===== src/hw/rtl/xnvs_pkg.sv =====
// Shared types and codes for the xor nearest value set unit.
// No dependencies; used by xnvs_ctrl, xnvs_datapath and the top level.
package xnvs_pkg;

    localparam int FIELD_W = 10;
    localparam int FUNC_W  = 2;
    localparam int STAT_W  = 2;

    localparam logic [FUNC_W-1:0] FUNC_INSERT = 2'd0;
    localparam logic [FUNC_W-1:0] FUNC_REMOVE = 2'd1;
    localparam logic [FUNC_W-1:0] FUNC_QUERY  = 2'd2;

    localparam logic [STAT_W-1:0] STAT_OK    = 2'd0;
    localparam logic [STAT_W-1:0] STAT_EMPTY = 2'd1;
    localparam logic [STAT_W-1:0] STAT_FAULT = 2'd2;

    // controller -> datapath
    typedef struct packed {
        logic              start_upd;
        logic              start_qry;
        logic              step_upd;
        logic              step_qry;
        logic              dec;
        logic              clear;
        logic              load_out;
        logic              hit;
        logic [STAT_W-1:0] status;
    } t_cmd;

    // datapath -> controller
    typedef struct packed {
        logic total_full;
        logic total_zero;
        logic rd_zero;
        logic at_leaf;
        logic last_up;
        logic clr_last;
    } t_stat;

endpackage


===== src/hw/rtl/xnvs_ctrl.sv =====
// Control state machine for the xor nearest value set unit.
// Depends on xnvs_pkg (t_cmd, t_stat, function and status codes).
module xnvs_ctrl (
    input  logic                            i_clk,
    input  logic                            i_rst_n,
    input  logic                            i_valid,
    input  logic [xnvs_pkg::FUNC_W-1:0]     i_func,
    output logic                            o_ready,
    output logic                            o_valid,
    input  logic                            i_ready,
    input  xnvs_pkg::t_stat                 i_stat,
    output xnvs_pkg::t_cmd                  o_cmd
);

    typedef enum logic [4:0] {
        S_CLEAR = 5'b00001,
        S_IDLE  = 5'b00010,
        S_UPD   = 5'b00100,
        S_QRY   = 5'b01000,
        S_FIN   = 5'b10000
    } t_state;

    t_state                        r_state, n_state;
    logic                          r_is_rem, n_is_rem;
    logic                          r_hit, n_hit;
    logic [xnvs_pkg::STAT_W-1:0]   r_status, n_status;
    logic                          r_out_valid, n_out_valid;

    always_comb begin
        n_state   = r_state;
        n_is_rem  = r_is_rem;
        n_hit     = r_hit;
        n_status  = r_status;
        o_cmd     = '0;
        o_ready   = 1'b0;
        o_cmd.dec = r_is_rem;
        case (r_state)
            S_CLEAR: begin
                o_cmd.clear = 1'b1;
                if (i_stat.clr_last) begin
                    n_state = S_IDLE;
                end
            end
            S_IDLE: begin
                o_ready = 1'b1;
                if (i_valid) begin
                    n_hit    = 1'b0;
                    n_status = xnvs_pkg::STAT_OK;
                    case (i_func)
                        xnvs_pkg::FUNC_INSERT: begin
                            if (i_stat.total_full) begin
                                n_status = xnvs_pkg::STAT_FAULT;
                                n_state  = S_FIN;
                            end else begin
                                o_cmd.start_upd = 1'b1;
                                n_is_rem        = 1'b0;
                                n_state         = S_UPD;
                            end
                        end
                        xnvs_pkg::FUNC_REMOVE: begin
                            o_cmd.start_upd = 1'b1;
                            n_is_rem        = 1'b1;
                            n_state         = S_UPD;
                        end
                        xnvs_pkg::FUNC_QUERY: begin
                            if (i_stat.total_zero) begin
                                n_status = xnvs_pkg::STAT_EMPTY;
                                n_state  = S_FIN;
                            end else begin
                                o_cmd.start_qry = 1'b1;
                                n_state         = S_QRY;
                            end
                        end
                        default: begin
                            n_state = S_FIN;
                        end
                    endcase
                end
            end
            S_UPD: begin
                // leaf count is checked before anything is written
                if (r_is_rem && i_stat.at_leaf && i_stat.rd_zero) begin
                    n_status = xnvs_pkg::STAT_FAULT;
                    n_state  = S_FIN;
                end else begin
                    o_cmd.step_upd = 1'b1;
                    if (i_stat.last_up) begin
                        n_state = S_FIN;
                    end
                end
            end
            S_QRY: begin
                o_cmd.step_qry = 1'b1;
                if (i_stat.at_leaf) begin
                    n_hit   = 1'b1;
                    n_state = S_FIN;
                end
            end
            S_FIN: begin
                if (!r_out_valid || i_ready) begin
                    o_cmd.load_out = 1'b1;
                    n_state        = S_IDLE;
                end
            end
            default: begin
                n_state = S_IDLE;
            end
        endcase
        o_cmd.hit    = r_hit;
        o_cmd.status = r_status;
    end

    always_comb begin
        if (o_cmd.load_out) begin
            n_out_valid = 1'b1;
        end else if (i_ready) begin
            n_out_valid = 1'b0;
        end else begin
            n_out_valid = r_out_valid;
        end
    end

    assign o_valid = r_out_valid;

    always_ff @(posedge i_clk) begin
        if (!i_rst_n) begin
            r_state     <= S_CLEAR;
            r_is_rem    <= 1'b0;
            r_hit       <= 1'b0;
            r_status    <= xnvs_pkg::STAT_OK;
            r_out_valid <= 1'b0;
        end else begin
            r_state     <= n_state;
            r_is_rem    <= n_is_rem;
            r_hit       <= n_hit;
            r_status    <= n_status;
            r_out_valid <= n_out_valid;
        end
    end

endmodule


===== config.mk =====
export PLATFORM = sky130hd
export DESIGN_NAME = xnvs_ctrl
export DESIGN_NICKNAME = d
export VERILOG_FILES = /design/src/hw/rtl/xnvs_pkg.sv /design/src/hw/rtl/xnvs_ctrl.sv
export SDC_FILE = /design/constraint.sdc
export NUM_CORES = 1
export LEC_CHECK = 0
export ABC_AREA = 1
export BUFFER_PORTS_ARGS = -buffer_cell sky130_fd_sc_hd__buf_2
export CAP_MARGIN = 20
export CELL_PAD_IN_SITES_DETAIL_PLACEMENT = 1
export CELL_PAD_IN_SITES_GLOBAL_PLACEMENT = 1
export CORE_ASPECT_RATIO = 1.25
export CORE_MARGIN = 2
export CORE_UTILIZATION = 35
export DETAILED_ROUTE_END_ITERATION = 6
export PLACE_DENSITY_LB_ADDON = 0.05
export SETUP_SLACK_MARGIN = 0.1
export SKIP_LAST_GASP = 1
export SLEW_MARGIN = 20
export SYNTH_ARGS = -nofsm -noshare
export SYNTH_HDL_FRONTEND = slang
export SYNTH_SLANG_ARGS = --single-unit
export TNS_END_PERCENT = 30

===== constraint.sdc =====
create_clock -name i_clk -period 2.4 [get_ports i_clk]
set_clock_uncertainty 0.15 [all_clocks]
set_input_delay 0 -clock i_clk [delete_from_list [all_inputs] [get_ports i_clk]]
set_output_delay 0 -clock i_clk [all_outputs]
set_load 0.01 [all_outputs]

**Word level (Yosys, flattened, before mapping)**

Cells that the tools add are included.
Widths: inputs -> output; s select.

- $add $sub $neg: 0
- Multipliers: 0
- Divide/modulo/power cells: 0
- $lt $le $gt $ge: 0
- Eq/ne operators: 14
- Shift-type cells: 0
- Muxes and demuxes: 36
- Bitwise logic cells: 0
- Reductions and logical operators: 13

Operators by type and width:

| kind | count |
|---|---|
| $mux 5 | 8 |
| $pmux 5 s5 | 1 |
| $mux 1 | 16 |
| $pmux 5 s3 | 1 |
| $ne 2x2->1 const B | 6 |
| $mux 2 | 5 |
| $pmux 2 s2 | 2 |
| $reduce_bool 2->1 | 4 |
| $pmux 1 s2 | 3 |
| $reduce_and 3->1 | 2 |
| $eq 5x1->1 const B | 1 |
| $eq 5x2->1 const B | 1 |
| $eq 5x3->1 const B | 1 |
| $eq 5x4->1 const B | 1 |
| $eq 5x5->1 const B | 1 |
| $reduce_and 5->1 | 1 |
| $reduce_and 4->1 | 1 |
| $ne 3x3->1 const B | 1 |
| $eq 2x1->1 const B | 1 |
| $eq 2x2->1 const B | 1 |
| $logic_and 1x1->1 | 2 |
| $logic_not 2->1 | 1 |
| $logic_not 1->1 | 1 |
| $logic_or 1x1->1 | 1 |

- Flip-flop bits (word level): 10
- Bits in latches: 0
- Memory bits (writable): 0
- Memory bits (read-only): 0
- Output and inout bits: 12
- Logic and storage cells: 68
- Memories: 0

**Depth between registers and ports, before layout**

- Depth after elaboration: 5
- Gate-level depth with buffers: 9

**Least setup slack after synthesis**

OpenSTA, ideal clock, no wires.

- Path kind: reg-to-reg
- Start point: register r_state[3]
- End point: register r_is_rem
- Arrival time: 1053 ps
- Slack: 1077 ps
- Cell stages (with the launch flop): 9
- Buffers on the path: 0
- Path through: dfxtp_1 -> nor2_2 -> inv_2 -> nor2_8 -> inv_4 -> nor2_8 -> nand2_2 -> nand2_1 -> a21oi_2

- Longest elaborated chain between the ends: 2

Ends and longest elaborated chain:

| item | line | source |
|---|---|---|
| start: declaration | xnvs_ctrl.sv:23 | `t_state r_state, n_state;` |
| start signal: assignment | xnvs_ctrl.sv:133 | `r_state <= n_state;` |
| $eq 5x2->1 | xnvs_ctrl.sv:37 | `case (r_state)` |
| $reduce_and 4->1 (no line) | -- |  |
| end signal: assignment | xnvs_ctrl.sv:134 | `r_is_rem <= n_is_rem;` |
| end: declaration | xnvs_ctrl.sv:24 | `logic r_is_rem, n_is_rem;` |

Every way passes these cells.
A chain may end at the register's enable or synchronous reset.

**Final worst setup path**

- Start point: input i_func[0] in the netlist's numbering
- End point: register r_state[2]

- Longest elaborated chain between the ends: 4
- Elaborated cells on any way between the ends: 6
- Those cells by class: eq/ne (2); mux (3); reduce/logical (1)

Ends and longest elaborated chain:

| item | line | source |
|---|---|---|
| start: declaration | xnvs_ctrl.sv:7 | `input logic [xnvs_pkg::FUNC_W-1:0] i_func,` |
| $eq 2x2->1, or another cell as far along | xnvs_ctrl.sv:49 | `case (i_func)` |
| $pmux 5 s3 * | xnvs_ctrl.sv:49 |  |
| $mux 5 * | xnvs_ctrl.sv:46 | `if (i_valid) begin` |
| $pmux 5 s5 * | xnvs_ctrl.sv:37 |  |

Every way passes the cells marked *; elsewhere a longest branch is shown, timed or not. The select of a mux whose other input is x is not followed.

==> flow_metrics.env <==
export IMPL_outcome="finished, final reports clean"
export IMPL_ys_top_cells_by_count="nand2_1 (19), inv_1 (16), dfxtp_1 (10)"
export IMPL_avgSynthCellArea_sq_um=6.875
export IMPL_drive_above_1_share=0.3358
export IMPL_htreeDepth=1
export IMPL_pwr_share_clk=0.352
export IMPL_synthTopCellsByArea="dfxtp_1 (29%), nand2_1 (10%), inv_1 (8.6%)"
export IMPL_synth_top_area_cell="dfxtp_1"
export IMPL_wl_um=1936
export IMPL_period_share=0.8859
export IMPL_grt_max_degree=9
export IMPL_ys_flop_type="dfxtp_1"
export IMPL_slew_viol_final=0
export IMPL_power_density_mw_per_mm2=473.5
export IMPL_synth_seq_area_share=0.2883
export IMPL_cts_clk_slew_worst_paths_ps=80
export IMPL_peakVddDrop_v=0.0002221
export IMPL_hold_depth=5
export IMPL_rsz0062_at_grt="no"
export IMPL_dieArea_sq_mm=0.002359
export IMPL_grt_usage=0.1876
export IMPL_end_kind="flip-flop"
export IMPL_ys_types=22
export IMPL_synth_edf_count=0
export IMPL_ios=24
export IMPL_stdcell_count=154
export IMPL_grt_ovfl_total=0
export IMPL_synth_area_sq_um=694.4
export IMPL_grt_pass1_wl_um=3139
export IMPL_internal_power_uw=310.9
export IMPL_fp_row_count=18
export IMPL_areaGrowthSynthToFinish_pct=35.50
export IMPL_power_switching_uw=134.6
export IMPL_p_sw_frac=0.3021
export IMPL_synth_warnings=0
export IMPL_start_util=0.3627
export IMPL_cp_required_ps=2470
export IMPL_clockBufferDepth=2
export IMPL_vias_per_cell=4.688
export IMPL_r2r_start="r_state[3]$_SDFFE_PN0P_"
export IMPL_async_reset_ff_frac=0
export IMPL_die_w_um=43.84
export IMPL_fmax_ghz=0.4703
export IMPL_worstPathMaxFanout=4
export IMPL_antenna_cells=0
export IMPL_cts_resized=0
export IMPL_io_buffers=23
export IMPL_setup_violations_final=0
export IMPL_wl_per_cell_um=12.57
export IMPL_vias=722
export IMPL_gp_congestion=0.7839
export IMPL_dp_cells=140
export IMPL_synth_nets=113
export IMPL_first_global_vias=722
export IMPL_r2r_end="r_is_rem$_SDFFE_PN0P_"
export IMPL_first_pass_iters=4
export IMPL_r2r_slack_ps=400
export IMPL_seqPwrFrac=0.412
export IMPL_netlist_area_leader_share=0.2883
export IMPL_synth_seq_cells=10
export IMPL_tightest_slew_ps=275.3
export IMPL_synth_cells=101
export IMPL_p_leak_nw=0.5469
export IMPL_clock_sinks=10
export IMPL_cp_start_kind="input port"
export IMPL_worstHoldPathType="in2reg"
export IMPL_initialDrtViolationCount=9
export IMPL_dpl_hpwl_um=1441
export IMPL_relSlewSlack=0.8163
export IMPL_maxCapViolations=0
export IMPL_worstHoldStart="i_func[1]"
export IMPL_fin_nets=147
export IMPL_worstPathArrival_ps=2190
export IMPL_critPathLaunch="i_func[0]"
export IMPL_drcViolationCount=0
export IMPL_synth_most_common_cell="nand2_1"
export IMPL_numCtsBuffers=3
export IMPL_fin_setup_tns_ps=0
export IMPL_postCtsSetupRepairBufs=0
export IMPL_core_sq_mm=0.001914
export IMPL_hold_path_endpoint="r_status[0]$_SDFFE_PN0P_"
export IMPL_hold_viol_final=0
export IMPL_clockRootBuffer="clkbuf_4"
export IMPL_p_comb_frac=0.236
export IMPL_cts_tree="built"
export IMPL_worstSkewPairLatency_ps=270
export IMPL_hold_buffers=10
export IMPL_ff2ff_path_depth=8
export IMPL_drtAntennaViolNets=0
export IMPL_crit_type="in2reg"
export IMPL_min_period_ps=2126
export IMPL_fp_dieH_um=53.80
export IMPL_antenna_found_initial=0
worst max-delay path, stage by stage:
cell and delay [ps]:
dlygate4sd3_1 520, buf_2 140, inv_1 70, a21oi_1 130, dlygate4sd3_1 580, nand2_2 80, a21oi_1 120, dlygate4sd3_1 550
sequential cells by signal, summed over array words and instances, names as in the netlist:
register  count
o_valid       1
r_hit         1
r_is_rem      1
r_state       5
r_status      2
logic make-up (layout without fill, tap and decap cells):
logic type      Yosys count  in the layout  synth area share
compound gates           12             12           0.09549
simple gates             56             56            0.4667
flops                    10             10            0.2883
buf+inv                  23             56            0.1496
how the worst max path moves through the flow:
stage,end,cells past startpoint
2_1_floorplan,r_is_rem$_SDFFE_PN0P_,8
3_3_place_gp,r_is_rem$_SDFFE_PN0P_,8
3_5_place_dp,r_is_rem$_SDFFE_PN0P_,8
4_1_cts,r_state[2]$_SDFFE_PN0P_,8
5_1_grt,r_state[2]$_SDFFE_PN0P_,8
6_report,r_state[2]$_SDFFE_PN0P_,8
cells in the final DEF, fill, tap and decap left out:
master         instances
nand4_1                3
inv_2                  2
dlygate4sd3_1         10
clkbuf_8               1
nor2_4                 1
nor2_8                 2
a21oi_2                1
o21a_1                 1
dfxtp_1               10
nor2_1                 9
nand3_1                8
nand3_2                3
inv_1                 16
a21oi_1                9
o21ai_0                1
nor2b_4                1
nand2_1               19
nand2_4                1
inv_4                  1
nor4_1                 1
nor3_1                 2
buf_2                 23
clkbuf_4               3
nand2_2                3
nor2_2                 3
per-stage QoR:
step           total power, mW  cell area [sq um]  hold WS (ps)  utilization  setup WS, ps
2_1_floorplan           0.2525              694.4        -80.01            -          1077
3_3_place_gp            0.2788              804.5         62.20       0.4203         957.3
3_5_place_dp            0.2817              804.5         66.07       0.4203         956.3
4_1_cts                 0.4521              940.9         12.12       0.4915         295.8
5_1_grt                 0.4724              940.9         56.16       0.4915         225.4
6_report                0.4456              940.9         14.06       0.4915         273.7
layer usage:
layer,global-route usage,share of wire,vias to the layer above
li1,-,-,381
met1,0.1980,0.42,325
met2,0.3627,0.54,14
met3,0.02013,0.035,2
met4,0.09091,0.0072,0
met5,0,0,-
final cells by class:
cell class / count / area, sq um
Inverter: 19 / 73.82
Tap cell: 20 / 25.02
Timing Repair Buffer: 33 / 215.2
Fill cell: 266 / 973.4
Multi-Input combinational cell: 68 / 390.4
Sequential cell: 10 / 200.2
Clock buffer: 4 / 36.28
power groups by stage:
stage          logic, mW  clock network (mW)  registers (mW)
6_report           0.105               0.157           0.184
5_1_grt            0.117               0.170           0.185
4_1_cts            0.105               0.163           0.183
3_5_place_dp      0.0943                   0           0.187
3_3_place_gp      0.0920                   0           0.187
2_1_floorplan     0.0663                   0           0.186
(Power assumes the default switching activity.)
